## src/rtl/wmcf_pkg.sv

```systemverilog
// ----------------------------------------------------------------------------
// wmcf_pkg
// Shared types and constants of the windowed median current filter.
// ----------------------------------------------------------------------------
`default_nettype none

package wmcf_pkg;

   // Default window length (odd) and result queue depth
   localparam int WINDOW_SIZE_DEF = 5;
   localparam int RSP_DEPTH_DEF   = 4;

   // Field widths
   localparam int SAMPLE_W    = 16;
   localparam int GAIN_W      = 16;
   localparam int OFFSET_W    = 16;
   localparam int CURRENT_W   = 22;
   localparam int PRODUCT_W   = SAMPLE_W + GAIN_W;
   localparam int Q_SHIFT     = 12;
   localparam int SCALED_W    = PRODUCT_W - Q_SHIFT;

   // Stream and register port widths
   localparam int REQ_TDATA_W = 16;
   localparam int RSP_TDATA_W = 40;
   localparam int CSR_INDEX_W = 4;
   localparam int CSR_DATA_W  = 16;

   // Register indexes
   localparam logic [CSR_INDEX_W-1:0] CSR_CURRENT_GAIN   = 4'd0;
   localparam logic [CSR_INDEX_W-1:0] CSR_CURRENT_OFFSET = 4'd1;

   // Register reset values: unity gain in Q4.12, no offset
   localparam logic [GAIN_W-1:0]   GAIN_RESET   = 16'h1000;
   localparam logic [OFFSET_W-1:0] OFFSET_RESET = 16'h0000;

   // Median stage output
   typedef struct packed {
      logic                valid;
      logic [SAMPLE_W-1:0] median;
   } med_stage_type;

   // Scaling registers
   typedef struct packed {
      logic [GAIN_W-1:0]   gain;
      logic [OFFSET_W-1:0] offset;
   } csr_regs_type;

   // Result item, median in the low bits
   typedef struct packed {
      logic [CURRENT_W-1:0] current_ma;
      logic [SAMPLE_W-1:0]  median_sample;
   } rsp_item_type;

endpackage

`default_nettype wire

```

## src/rtl/windowed_median_current_filter.sv

```systemverilog
// ----------------------------------------------------------------------------
// windowed_median_current_filter
// Sliding-window median of shunt ADC samples, scaled to a current in mA.
// ----------------------------------------------------------------------------
//
//  channel | direction | payload (low bit first)          | transfer when
//  --------+-----------+----------------------------------+-----------------------
//  req     | in        | adc_sample[15:0]                 | req_tvalid & req_tready
//  rsp     | out       | median_sample[15:0],             | rsp_tvalid & rsp_tready
//          |           | current_ma[37:16], zeros[39:38]  |
//  csr     | in        | csr_index 0 gain, 1 offset       | csr_valid & csr_ready
//
//  One sample per cycle while req_tready is high; a result is offered once
//  its transfer passes window write, rank-and-select network, multiply into queue.
//  Reset clears the window to zeros, sets gain to 1.0 (Q4.12) and offset to 0.
//  Up to RSP_DEPTH items may be outstanding; beyond that req_tready drops
//  until the result side takes a transfer. req_tready never depends on
//  rsp_tready in the same cycle.
//
// ----------------------------------------------------------------------------
`default_nettype none

module windowed_median_current_filter #(
   parameter int WINDOW_SIZE = wmcf_pkg::WINDOW_SIZE_DEF,
   parameter int RSP_DEPTH   = wmcf_pkg::RSP_DEPTH_DEF
) (
   input  wire                              clock,
   input  wire                              reset,
   // req_tdata: adc_sample[15:0]
   input  wire                              req_tvalid,
   output logic                             req_tready,
   input  wire [wmcf_pkg::REQ_TDATA_W-1:0]  req_tdata,
   // rsp_tdata: median_sample[15:0], current_ma[37:16], zero pad [39:38]
   output logic                             rsp_tvalid,
   input  wire                              rsp_tready,
   output logic [wmcf_pkg::RSP_TDATA_W-1:0] rsp_tdata,
   input  wire                              csr_valid,
   output logic                             csr_ready,
   input  wire [wmcf_pkg::CSR_INDEX_W-1:0]  csr_index,
   input  wire [wmcf_pkg::CSR_DATA_W-1:0]   csr_data
);

   localparam int OCC_W = $clog2(RSP_DEPTH + 1);
   localparam logic [OCC_W-1:0] OCC_FULL = OCC_W'(RSP_DEPTH);
   localparam int PAD_W = wmcf_pkg::RSP_TDATA_W - $bits(wmcf_pkg::rsp_item_type);

   wmcf_pkg::csr_regs_type  regs_ff;
   wmcf_pkg::csr_regs_type  regs_in;
   logic [OCC_W-1:0]        occ_ff;
   logic [OCC_W-1:0]        occ_in;
   logic                    req_xfer;
   logic                    rsp_xfer;
   wmcf_pkg::med_stage_type med_stage;
   logic                    item_valid;
   wmcf_pkg::rsp_item_type  item;
   wmcf_pkg::rsp_item_type  rsp_item;

   // Register writes: take every transfer, drop indexes beyond the list
   assign csr_ready = !reset;

   always_comb begin
      regs_in = regs_ff;
      if (csr_valid && csr_ready) begin
         unique case (csr_index)
            wmcf_pkg::CSR_CURRENT_GAIN:   regs_in.gain   = csr_data;
            wmcf_pkg::CSR_CURRENT_OFFSET: regs_in.offset = csr_data;
            default:                      regs_in        = regs_ff;
         endcase
      end
   end

   always_ff @(posedge clock) begin
      if (reset) begin
         regs_ff.gain   <= wmcf_pkg::GAIN_RESET;
         regs_ff.offset <= wmcf_pkg::OFFSET_RESET;
      end else begin
         regs_ff <= regs_in;
      end
   end

   // Count items in flight or queued; the queue can never overflow as long as
   // this count stays within its depth, so the pipeline itself never stalls
   assign req_tready = !reset && (occ_ff != OCC_FULL);
   assign req_xfer   = req_tvalid && req_tready;
   assign rsp_xfer   = rsp_tvalid && rsp_tready;

   always_comb begin
      case ({req_xfer, rsp_xfer})
         2'b10:   occ_in = occ_ff + 1'b1;
         2'b01:   occ_in = occ_ff - 1'b1;
         default: occ_in = occ_ff;
      endcase
   end

   always_ff @(posedge clock) begin
      if (reset) begin
         occ_ff <= '0;
      end else begin
         occ_ff <= occ_in;
      end
   end

   // Window write and median select
   wmcf_median_window #(
      .WINDOW_SIZE (WINDOW_SIZE)
   ) u_window (
      .clock   (clock),
      .reset   (reset),
      .push    (req_xfer),
      .sample  (req_tdata[wmcf_pkg::SAMPLE_W-1:0]),
      .med_out (med_stage)
   );

   // Gain and offset; the product is registered by the queue
   wmcf_scale u_scale (
      .med_in     (med_stage),
      .regs       (regs_ff),
      .item_valid (item_valid),
      .item       (item)
   );

   // Hold finished results until the result side takes them
   wmcf_rsp_fifo #(
      .RSP_DEPTH (RSP_DEPTH)
   ) u_rsp_fifo (
      .clock    (clock),
      .reset    (reset),
      .wr_en    (item_valid),
      .wr_item  (item),
      .rd_en    (rsp_xfer),
      .rd_valid (rsp_tvalid),
      .rd_item  (rsp_item)
   );

   assign rsp_tdata = {{PAD_W{1'b0}}, rsp_item};

endmodule

`default_nettype wire

```

## src/rtl/wmcf_median_window.sv

```systemverilog
// ----------------------------------------------------------------------------
// wmcf_median_window
// Ring window of samples and a parallel rank network that registers the median.
// ----------------------------------------------------------------------------
`default_nettype none

module wmcf_median_window #(
   parameter int WINDOW_SIZE = wmcf_pkg::WINDOW_SIZE_DEF
) (
   input  wire                           clock,
   input  wire                           reset,
   input  wire                           push,
   input  wire [wmcf_pkg::SAMPLE_W-1:0]  sample,
   output wmcf_pkg::med_stage_type       med_out
);

   localparam int POS_W = $clog2(WINDOW_SIZE);
   localparam logic [POS_W-1:0] POS_LAST = POS_W'(WINDOW_SIZE - 1);
   localparam logic [POS_W-1:0] RANK_MID = POS_W'(WINDOW_SIZE / 2);

   logic [wmcf_pkg::SAMPLE_W-1:0] window_ff [WINDOW_SIZE];
   logic [wmcf_pkg::SAMPLE_W-1:0] window_in [WINDOW_SIZE];
   logic [POS_W-1:0]              pos_ff;
   logic [POS_W-1:0]              pos_in;
   logic                          fresh_ff;
   logic                          fresh_in;
   logic                          med_vld_ff;
   logic                          med_vld_in;
   logic [wmcf_pkg::SAMPLE_W-1:0] med_ff;
   logic [wmcf_pkg::SAMPLE_W-1:0] med_in;
   logic [POS_W-1:0]              rank [WINDOW_SIZE];
   logic [WINDOW_SIZE-1:0]        is_mid;

   // Overwrite the oldest entry and advance the ring position
   always_comb begin
      window_in = window_ff;
      pos_in    = pos_ff;
      if (push) begin
         window_in[pos_ff] = sample;
         pos_in            = (pos_ff == POS_LAST) ? '0 : pos_ff + 1'b1;
      end
   end

   assign fresh_in   = push;
   assign med_vld_in = fresh_ff;

   // Rank each entry; ties break on position so exactly one entry has each rank
   always_comb begin
      for (int i = 0; i < WINDOW_SIZE; i++) begin
         rank[i] = '0;
         for (int j = 0; j < WINDOW_SIZE; j++) begin
            if (j != i) begin
               if ((window_ff[j] < window_ff[i]) ||
                   ((window_ff[j] == window_ff[i]) && (j < i))) begin
                  rank[i] = rank[i] + 1'b1;
               end
            end
         end
         is_mid[i] = (rank[i] == RANK_MID);
      end
   end

   always_comb begin
      med_in = '0;
      for (int i = 0; i < WINDOW_SIZE; i++) begin
         if (is_mid[i]) begin
            med_in = med_in | window_ff[i];
         end
      end
   end

   always_ff @(posedge clock) begin
      if (reset) begin
         window_ff  <= '{default: '0};
         pos_ff     <= '0;
         fresh_ff   <= 1'b0;
         med_vld_ff <= 1'b0;
      end else begin
         window_ff  <= window_in;
         pos_ff     <= pos_in;
         fresh_ff   <= fresh_in;
         med_vld_ff <= med_vld_in;
      end
   end

   always_ff @(posedge clock) begin
      med_ff <= med_in;
   end

   assign med_out.valid  = med_vld_ff;
   assign med_out.median = med_ff;

endmodule

`default_nettype wire

```

## src/rtl/wmcf_scale.sv

```systemverilog
// ----------------------------------------------------------------------------
// wmcf_scale
// Convert the median to milliamps: Q4.12 gain, truncate, add signed offset.
// ----------------------------------------------------------------------------
`default_nettype none

module wmcf_scale (
   input  wmcf_pkg::med_stage_type  med_in,
   input  wmcf_pkg::csr_regs_type   regs,
   output logic                     item_valid,
   output wmcf_pkg::rsp_item_type   item
);

   logic [wmcf_pkg::PRODUCT_W-1:0] product;
   logic [wmcf_pkg::SCALED_W-1:0]  scaled;

   assign product = {{wmcf_pkg::GAIN_W{1'b0}}, med_in.median} *
                    {{wmcf_pkg::SAMPLE_W{1'b0}}, regs.gain};
   assign scaled  = product[wmcf_pkg::PRODUCT_W-1:wmcf_pkg::Q_SHIFT];

   assign item_valid         = med_in.valid;
   assign item.median_sample = med_in.median;
   assign item.current_ma    =
      {{(wmcf_pkg::CURRENT_W - wmcf_pkg::SCALED_W){1'b0}}, scaled} +
      {{(wmcf_pkg::CURRENT_W - wmcf_pkg::OFFSET_W){regs.offset[wmcf_pkg::OFFSET_W-1]}},
       regs.offset};

endmodule

`default_nettype wire

```

## src/rtl/wmcf_rsp_fifo.sv

```systemverilog
// ----------------------------------------------------------------------------
// wmcf_rsp_fifo
// Small result queue that decouples the pipeline from the result channel.
// ----------------------------------------------------------------------------
`default_nettype none

module wmcf_rsp_fifo #(
   parameter int RSP_DEPTH = wmcf_pkg::RSP_DEPTH_DEF
) (
   input  wire                     clock,
   input  wire                     reset,
   input  wire                     wr_en,
   input  wmcf_pkg::rsp_item_type  wr_item,
   input  wire                     rd_en,
   output logic                    rd_valid,
   output wmcf_pkg::rsp_item_type  rd_item
);

   localparam int PTR_W = $clog2(RSP_DEPTH);
   localparam int CNT_W = $clog2(RSP_DEPTH + 1);
   localparam logic [PTR_W-1:0] PTR_LAST = PTR_W'(RSP_DEPTH - 1);

   wmcf_pkg::rsp_item_type mem_ff [RSP_DEPTH];
   logic [PTR_W-1:0]       wr_ptr_ff;
   logic [PTR_W-1:0]       wr_ptr_in;
   logic [PTR_W-1:0]       rd_ptr_ff;
   logic [PTR_W-1:0]       rd_ptr_in;
   logic [CNT_W-1:0]       count_ff;
   logic [CNT_W-1:0]       count_in;

   assign wr_ptr_in = !wr_en ? wr_ptr_ff :
                      (wr_ptr_ff == PTR_LAST) ? '0 : wr_ptr_ff + 1'b1;
   assign rd_ptr_in = !rd_en ? rd_ptr_ff :
                      (rd_ptr_ff == PTR_LAST) ? '0 : rd_ptr_ff + 1'b1;

   always_comb begin
      case ({wr_en, rd_en})
         2'b10:   count_in = count_ff + 1'b1;
         2'b01:   count_in = count_ff - 1'b1;
         default: count_in = count_ff;
      endcase
   end

   always_ff @(posedge clock) begin
      if (reset) begin
         wr_ptr_ff <= '0;
         rd_ptr_ff <= '0;
         count_ff  <= '0;
      end else begin
         wr_ptr_ff <= wr_ptr_in;
         rd_ptr_ff <= rd_ptr_in;
         count_ff  <= count_in;
      end
   end

   always_ff @(posedge clock) begin
      if (wr_en) begin
         mem_ff[wr_ptr_ff] <= wr_item;
      end
   end

   assign rd_valid = (count_ff != '0);
   assign rd_item  = mem_ff[rd_ptr_ff];

endmodule

`default_nettype wire

```

## config.mk

```make
export PLATFORM = sky130hd
export DESIGN_NAME = windowed_median_current_filter
export DESIGN_NICKNAME = d
export VERILOG_FILES = /design/src/rtl/wmcf_pkg.sv /design/src/rtl/windowed_median_current_filter.sv /design/src/rtl/wmcf_median_window.sv /design/src/rtl/wmcf_scale.sv /design/src/rtl/wmcf_rsp_fifo.sv
export SDC_FILE = /design/constraint.sdc
export NUM_CORES = 1
export LEC_CHECK = 0
export BUFFER_PORTS_ARGS = -buffer_cell sky130_fd_sc_hd__buf_4
export CAP_MARGIN = 20
export CORE_UTILIZATION = 55
export CTS_BUF_LIST = sky130_fd_sc_hd__clkbuf_4 sky130_fd_sc_hd__clkbuf_8
export DETAILED_ROUTE_END_ITERATION = 8
export GPL_TIMING_DRIVEN = 0
export MAX_ROUTING_LAYER = met4
export PLACE_DENSITY = 0.77
export SYNTH_ARGS = -nofsm -noshare
export SYNTH_HDL_FRONTEND = slang
export SYNTH_SLANG_ARGS = --single-unit
```

## constraint.sdc

```tcl
create_clock -name clock -period 10.05 [get_ports clock]
set_input_delay 0.5025 -clock clock [delete_from_list [all_inputs] [get_ports clock]]
set_output_delay 0.5025 -clock clock [all_outputs]
set_load 0.05 [all_outputs]
```

# Word-level counts from Yosys, hierarchy flattened
# Memories as Yosys holds them, arrays and structs flattened. A register that Yosys moved wholly into a read port is not among the register bits.
# Index checks and enable logic that the tools add are counted.
# classes
n_lt_le_gt_ge,22
n_addsub,23
n_eq_ne,24
bitwise_logic,5
mux,37
n_reduce_logical,22
n_mul,1
# op_table
op,n
16-bit less-than comparator,20
16-bit equality test,10
16-bit two-way mux,6
80-bit bitwise mux,1
16-bit bitwise OR,4
16-bit demux with 3-bit select,1
3-bit two-way mux,16
3-bit by 1-bit adder with 3-bit output (second input constant),13
16-bit by 16-bit multiplier with 32-bit output,1
21-bit by 16-bit adder with 22-bit output,1
3-bit by 2-bit equality test with 1-bit output (second input constant),5
3-bit one-hot mux with 2 select lines,2
1-bit by 1-bit adder with 2-bit output (second input constant),5
1-bit logical OR,10
2-bit equality test (second input constant),4
2-bit two-way mux,4
1-bit two-way mux,7
3-bit by 1-bit subtractor with 3-bit output (second input constant),2
1-bit logical AND,5
2-bit by 1-bit adder with 2-bit output (second input constant),2
2-bit by 1-bit equality test with 1-bit output (second input constant),2
4-bit by 1-bit equality test with 1-bit output (second input constant),1
4-bit >= comparator (second input constant),1
4-bit zero test,1
8 further kinds,10
# word_totals
mem_count,1
regBits,143
in_bits,41
ram_bits,152
wordCells,150
# memory_table
memory,depth,width,read_ports,rd_clocked_by_memory_dff,wr,line,text
u_rsp_fifo.mem_ff,4,38,1,1,1,wmcf_rsp_fifo.sv:23,wmcf_pkg::rsp_item_type mem_ff [RSP_DEPTH];

# Longest topological paths before layout
# Gate-level depths: netlist (run 1).
# logic_depth
depth_word,18
ltp_mapped,31
depth_no_buf,30

# Modules after synthesis
# Synthesis (run 1) repeated with hierarchy kept, for this count alone.
# unflattened
cells_unflattened,2542
area_unflattened_um2,25144.1
# by_module_without_submodules
mod,cells_each,n_inst,area_each_um2,seq_area_each_um2
wmcf_scale,1141,1,9560.4,0.0
wmcf_median_window,1013,1,8199.1,2021.9
wmcf_rsp_fifo,241,1,5930.7,4744.6
windowed_median_current_filter,147,1,1453.9,700.7

# Worst setup path after synthesis (run 1)
# OpenSTA, ideal clock, no wires.
# synth_path
path_kind,reg-to-reg
start,reg regs_ff[25] (netlist name)
end,mem u_rsp_fifo.mem_ff[0][35] (netlist name) (data pin)
synth_period_minus_slack_ps,7592
setup_ps,217
setup_slack_ps,2458
required_time_ps,9833
t_arrival_ps,7375
path_stages_with_launch,29
n_path_buf,2
path_cell_list,dfxtp_1 -> clkbuf_1 -> clkbuf_1 -> nand2_1 -> fa_1 -> inv_1 -> fa_1 -> inv_1 -> fa_1 -> inv_1 -> fa_1 -> fa_1 -> inv_1 -> fa_1 -> inv_1 -> ha_1 -> a21oi_1 -> o21ai_0 -> a221oi_1 -> o22ai_1 -> a2111o_1 -> a211o_1 -> xor2_1 -> ha_1 -> a21o_1 -> nand2b_1 -> a211oi_1 -> a2111o_1 -> a211oi_1
# synth_rtl
item,line,text
start: declaration,windowed_median_current_filter.sv:47,wmcf_pkg::csr_regs_type regs_ff;
start signal: assignment,windowed_median_current_filter.sv:77,regs_ff <= regs_in;
end: declaration,wmcf_rsp_fifo.sv:23,

==> results_dict.tcl, run 1 <==
set metrics [dict create \
    outcome "finished, final reports clean" \
    final_cell_mix "nand2_1 (395), inv_1 (353), ha_1 (309)" \
    synth-compound-area-share 0.09883 \
    required_ns 10.34 \
    final_area_sq_um 27000 \
    cts_resized 0 \
    first_global_vias 19326 \
    fin_crit_ns 9.349 \
    io_buffer_count 81 \
    drc_errors 0 \
    path_max_fanout 11 \
    synth-simple-area-share 0.1450 \
    area_delta_synth_final_pct 10.49 \
    cts_tree "built" \
    post-dp-hpwl_um 53380 \
    synthMuxAreaShare 0.04588 \
    dieArea_sq_um 45270 \
    slew_headroom 0.3104 \
    numCtsBuffers 48 \
    cts_num_sinks 297 \
    worstSetupPathType "reg2reg" \
    synth_top_family_by_area "adder cells" \
    ys_seq_area_frac 0.3056 \
    setup_ws_ns 0.7014 \
    path_clk_slew_ns 0.07 \
    synth_edf_count 152 \
    wl_per_cell_um 20.95 \
    ys_warn_count 0 \
    finClkSkew_ns 0.02540 \
    synth-async-reset-ratio 0 \
    gp_congestion 0.9880 \
    cts_hold_buffers 0 \
    synthFlopType "edfxtp_1" \
    ys_types 70 \
    gr-total-overflow 0 \
    synth_area_per_cell_sq_um 9.845 \
    fmax_mhz 107.0 \
    cts-root-buf "clkbuf_8" \
    final_common_cell "nand2_1" \
    synth_xor_area_frac 0.01649 \
    dieHeight_um 212.8 \
    crit_path_start_kind "flop" \
    power_density_nw_per_um2 134.2 \
    syn_area_sq_um 24430 \
    p_leak_uw 0.01212 \
    ant_nets 0 \
    initial_utilization 0.5623 \
    antenna_found_initial 1 \
    coreArea_sq_um 43460 \
    synth_cells 2482 \
    grt_pass1_wl_um 105300 \
    timing.critical_path.slowest_stage_cell "dfxtp_1" \
    end_kind "flop" \
    rsz0062_at_grt "no" \
    drt_pass1_iterations 5 \
    grt_max_degree 29 \
    place_ws_ns 0.9144 \
    clk_latency_ns 0.59 \
    final_layout_size_suffix_gt1_frac 0.09484 \
    post-cts-setup-buffers 0 \
    crit_arrival_ns 9.64 \
    hold_viol 0 \
    grt_usage 0.3166 \
    min_path_type "in2reg" \
    die_w_um 212.8 \
    final_nets 3164 \
    drt-total-wl_um 67930 \
    place_area_sq_um 25860 \
    viasPerCell 5.863 \
    fill_cells 3547 \
    finalSetupTns_ns 0 \
    tightest_slew_ns 1.026 \
    crit_path_frequent_cell "fa_1" \
    vias 19013 \
    io_pins 84 \
    cpPeakStageDelay_ns 0.86 \
    min_period_over_period 0.9302 \
    fp-row-count 76 \
    synthAdderAreaFrac 0.3188 \
    drv_slew 0 \
    ir_drop_v 0.0001673 \
    setup_viol 0 \
    max-cap-violations 0 \
    ys_seq_elements 297 \
    clockBufferDepth 3 \
    htreeDepth 2 \
    drtIter0Drc 1585 \
]
[sequential cells by signal, indices dropped and copies added, names as in the netlist, named ones only]
signal and cells:
u_rsp_fifo.mem_ff 152, u_window.window_ff 80, regs_ff 32, u_window.med_ff 16, occ_ff 3, u_rsp_fifo.count_ff 3
u_window.pos_ff 3, u_rsp_fifo.rd_ptr_ff 2, u_rsp_fifo.wr_ptr_ff 2, u_window.fresh_ff 1, u_window.med_vld_ff 1
[synth_stat cells (18+ instances only)]
cell,n,area [sq um]
ha_1,309,3866
nand3_1,33,165.2
a21oi_1,188,940.9
o21a_1,18,135.1
a31oi_1,20,125.1
and2_1,121,757.0
xnor2_1,28,245.2
mux4_2,38,855.8
nand2_1,395,1483
clkbuf_1,71,266.5
a21o_1,37,277.8
nor2_1,64,240.2
fa_1,196,3924
mux2i_1,22,220.2
a2111o_1,20,225.2
edfxtp_1,152,4564
xor2_1,18,157.7
o21ai_0,32,160.2
nor3_1,31,155.2
nand4_1,30,187.7
inv_1,353,1325
dfxtp_1,145,2903
[where the power goes]
| part | internal [uW] | switching [uW] | total, uW | leakage [uW] |
|---|---|---|---|---|
| sequential | 1320 | 57.7 | 1380 | 0.00241 |
| clock | 715 | 498 | 1210 | 0.000594 |
| combinational | 365 | 665 | 1030 | 0.00911 |
| total | 2400 | 1220 | 3620 | 0.0121 |
[cell families (layout without fill, tap and decap cells)]
logic type | Yosys count | count (layout)
xor gates and xnor gates | 46 | 46
DFF | 297 | 297
muxes | 63 | 63
buffers and inverters | 442 | 616
and+or+nand+nor | 747 | 747
AOI/OAI and AO/OA | 381 | 381
other | 1 | 3
adders and majority gates | 505 | 505
[area by class of cell]
type	instances	area [sq um]	area share
Inverter	355	1333	0.04936
Sequential cell	297	7467	0.2766
Timing Repair Buffer	85	688.2	0.02549
Tap cell	585	732.0	0.02711
Multi-Input combinational cell	1744	15280	0.5661
Buffer	87	360.3	0.01335
Antenna cell	1	2.502	0.00009269
Clock inverter	13	210.2	0.007786
Clock buffer	76	920.9	0.03411
[path summary, 6_finish.rpt]
kind	start	end	slack, ns	cells past startpoint
min	csr_data[15]	regs_ff[31]	0.17	3
max reg2reg	u_window.med_ff[5]	u_rsp_fifo.mem_ff[1][35]	0.70	29
max	u_window.med_ff[5]	u_rsp_fifo.mem_ff[1][35]	0.70	29
min reg2reg	u_window.fresh_ff	u_window.med_vld_ff	0.46	1
[through the flow]
stage | util | total power (uW) | instances | hold WS [ns]
floorplan | - | 2098 | 2483 | 0.4138
CTS | 0.6212 | 3626 | 3242 | 0.1428
finish | 0.6212 | 3622 | 3243 | 0.1715
global route | 0.6212 | 3769 | 3243 | 0.1537
detailed placement | 0.5952 | 2424 | 3153 | 0.4475
global placement | 0.5932 | 2388 | 3149 | 0.4297
[routing by layer]
metal	track usage	wire length, um
met1	0.3920	27020
met2	0.5331	33250
met3	0.03486	4821
met4	0.1228	2839
met5	-	0
[worst max-delay path: cells and delay by family, from the launching register on]
kind	cells	cell delay, ns
buffers and inverters	6	0.82
AO/OA/AOI/OAI	10	2.34
flip-flops	1	0.86
AND/OR/NAND/NOR	5	1.19
adder cells (fa/ha/maj)	8	3.82
No activity file was read; power rests on OpenSTA's default activity.
==> inputs of run 2 (changes only) <==
--- a/config.mk
+++ b/config.mk
@@ -5,14 +5,14 @@
 export SDC_FILE = /design/constraint.sdc
 export NUM_CORES = 1
 export LEC_CHECK = 0
-export BUFFER_PORTS_ARGS = -buffer_cell sky130_fd_sc_hd__buf_4
 export CAP_MARGIN = 20
 export CORE_UTILIZATION = 55
 export CTS_BUF_LIST = sky130_fd_sc_hd__clkbuf_4 sky130_fd_sc_hd__clkbuf_8
 export DETAILED_ROUTE_END_ITERATION = 8
+export DONT_BUFFER_PORTS = 1
 export GPL_TIMING_DRIVEN = 0
 export MAX_ROUTING_LAYER = met4
-export PLACE_DENSITY = 0.77
+export PLACE_DENSITY = 0.7
 export SYNTH_ARGS = -nofsm -noshare
 export SYNTH_HDL_FRONTEND = slang
 export SYNTH_SLANG_ARGS = --single-unit
==> run 2 against run 1 <==
Compared with the run above: setup slack better by 0.22 ns; sequential share of layout area increased by 0.35 points; register-to-register slack better by 0.22 ns; final area fell by 1.2%; critical path type unchanged; sequential power is essentially flat; largest power group unchanged; power decreased by 2.8%; worst hold slack worse by 0.15 ns; count of clock-buffer cells in the layout shrank 3; global-route usage increased by 0.75 points; via count down 3.1%; critical path depth down 2.
==> results_dict.tcl, run 2 (synthesis gave the netlist of run 1 again) <==
set metrics [dict create \
    min_period_over_period 0.9083 \
    area_delta_synth_final_pct 9.110 \
    p_leak_uw 0.01185 \
    fin_crit_ns 9.128 \
    seq_area_sq_um 7467 \
    fill_cells 3612 \
    final_nets 3116 \
    die_w_um 212.8 \
    gr-total-overflow 0 \
    cts_num_sinks 297 \
    dieArea_sq_um 45270 \
    clk_latency_ns 0.66 \
    reg.largest.list "u_rsp_fifo.mem_ff: 152 flops, u_window.window_ff: 80 flops, regs_ff: 32 flops" \
    viasPerCell 5.753 \
    post-cts-setup-buffers 0 \
    end_kind "flop" \
    ant_nets 0 \
    final_cell_mix "nand2_1 (395), inv_1 (353), ha_1 (309)" \
    crit_path_start_kind "flop" \
    worstSetupPathType "reg2reg" \
    grt_usage 0.3241 \
    crit_arrival_ns 9.53 \
    min_to "regs_ff[8]" \
    ir_drop_v 0.0001397 \
    finalSetupTns_ns 0 \
    drt_pass1_iterations 5 \
    cts_tree "built" \
    hp-start "csr_data[8]" \
    hold_viol 0 \
    setup_viol 0 \
    fmax_mhz 109.6 \
    grt_pass1_wl_um 106000 \
    max-cap-violations 0 \
    io_pins 84 \
    first_global_vias 18853 \
    drtIter0Drc 1059 \
    min_path_type "in2reg" \
    final_common_cell "nand2_1" \
    regMostFlops "u_rsp_fifo.mem_ff" \
    largest_register_ffs 152 \
    initial_utilization 0.5623 \
    tightest_slew_ns 1.048 \
    final_area_sq_um 26660 \
    power_density_nw_per_um2 132.1 \
    numCtsBuffers 49 \
    drt-total-wl_um 68830 \
    final_layout_size_suffix_gt1_frac 0.06628 \
    gp_congestion 0.9594 \
    coreArea_sq_um 43460 \
    post-dp-hpwl_um 53590 \
    wl_per_cell_um 21.50 \
    path_clk_slew_ns 0.07 \
    r2r_start "u_window.med_ff[5]" \
    vias 18415 \
    r2r_setup_slack_ns 0.92 \
    slew_headroom 0.3011 \
    outcome "finished, final reports clean" \
    cts-root-buf "clkbuf_8" \
    required_ns 10.45 \
    finClkSkew_ns 0.03098 \
    io_buffer_count 0 \
    fp-row-count 76 \
    drc_errors 0 \
    dieHeight_um 212.8 \
    setup.worst_path.start "u_window.med_ff[5]" \
    clockBufferDepth 3 \
    path_max_fanout 11 \
    worstReg2RegEnd "u_rsp_fifo.mem_ff[1][35]" \
    rsz0062_at_grt "no" \
    grt_max_degree 35 \
    hold_depth 2 \
    rr_worst_depth 27 \
    multi_input_area_sq_um 15280 \
    drv_slew 0 \
    place_area_sq_um 25270 \
    htreeDepth 2 \
    antenna_found_initial 4 \
]
run 2: critical path: stages, from the launching register on:
cell      delay [ns]
dfxtp_1         0.83
clkbuf_1        0.62
nand2_1         0.18
fa_1            0.56
inv_1           0.05
fa_1            0.50
inv_1           0.05
fa_1            0.47
inv_1           0.06
fa_1            0.50
fa_1            0.55
inv_1           0.06
fa_1            0.55
inv_1           0.05
ha_1            0.34
a21oi_1         0.17
o21ai_0         0.12
a221oi_1        0.41
o22ai_1         0.26
a2111o_1        0.54
a211o_1         0.31
xor2_1          0.16
ha_1            0.32
a21o_1          0.22
nand2b_1        0.15
a211oi_1        0.06
a2111o_1        0.41
a211oi_1        0.37
run 2: layout make-up:
cell class,count,area share
multi-input cells,1744,0.5733
flip-flops and latches,297,0.2801
inverters,355,0.04998
clock buffers,73,0.03323
well taps,585,0.02745
repair buffers,36,0.01460
plain buffers,87,0.01352
clock inverters,18,0.007321
diodes,6,0.0005632
run 2: how the worst max path moves through the flow:
stage,cells past startpoint,end
final,27,u_rsp_fifo.mem_ff[1][35]
after global routing,29,u_rsp_fifo.mem_ff[1][35]
after CTS,27,u_rsp_fifo.mem_ff[1][35]
after detailed placement,28,u_rsp_fifo.mem_ff[0][35]
after global placement,24,u_rsp_fifo.mem_ff[2][35]
after floorplan,28,u_rsp_fifo.mem_ff[0][35]
run 2: power by group:
part	internal (uW)	leakage, uW	total, uW	switching (uW)
logic	318	0.00886	974	656
clock network	651	0.000571	1170	517
registers	1320	0.00241	1380	59.3
run 2: what timing repair did:
item                      CTS  global route
hold endpoints to repair   99             0
hold buffers               29             0
resized for setup           0             0
run 2: per-stage QoR:
step | power, uW | worst slack (ns) | util | std cells | hold slack, ns
CTS | 3529 | 1.016 | 0.6130 | 3194 | 0.0009200
global route | 3678 | 0.4289 | 0.6134 | 3199 | 0.02308
detailed placement | 2355 | 1.072 | 0.5814 | 3074 | 0.4340
global placement | 2325 | 1.098 | 0.5792 | 3068 | 0.4244
finish | 3521 | 0.9218 | 0.6135 | 3201 | 0.01780
floorplan | 2098 | 2.458 | - | 2483 | 0.4138
run 2: per-layer routing:
layer / global-route usage / part of all wire / vias up
met5: - / 0 / -
li1: - / - / 8567
met2: 0.5301 / 0.47 / 638
met4: 0.1722 / 0.056 / 0
met1: 0.3856 / 0.40 / 9014
met3: 0.05177 / 0.066 / 196
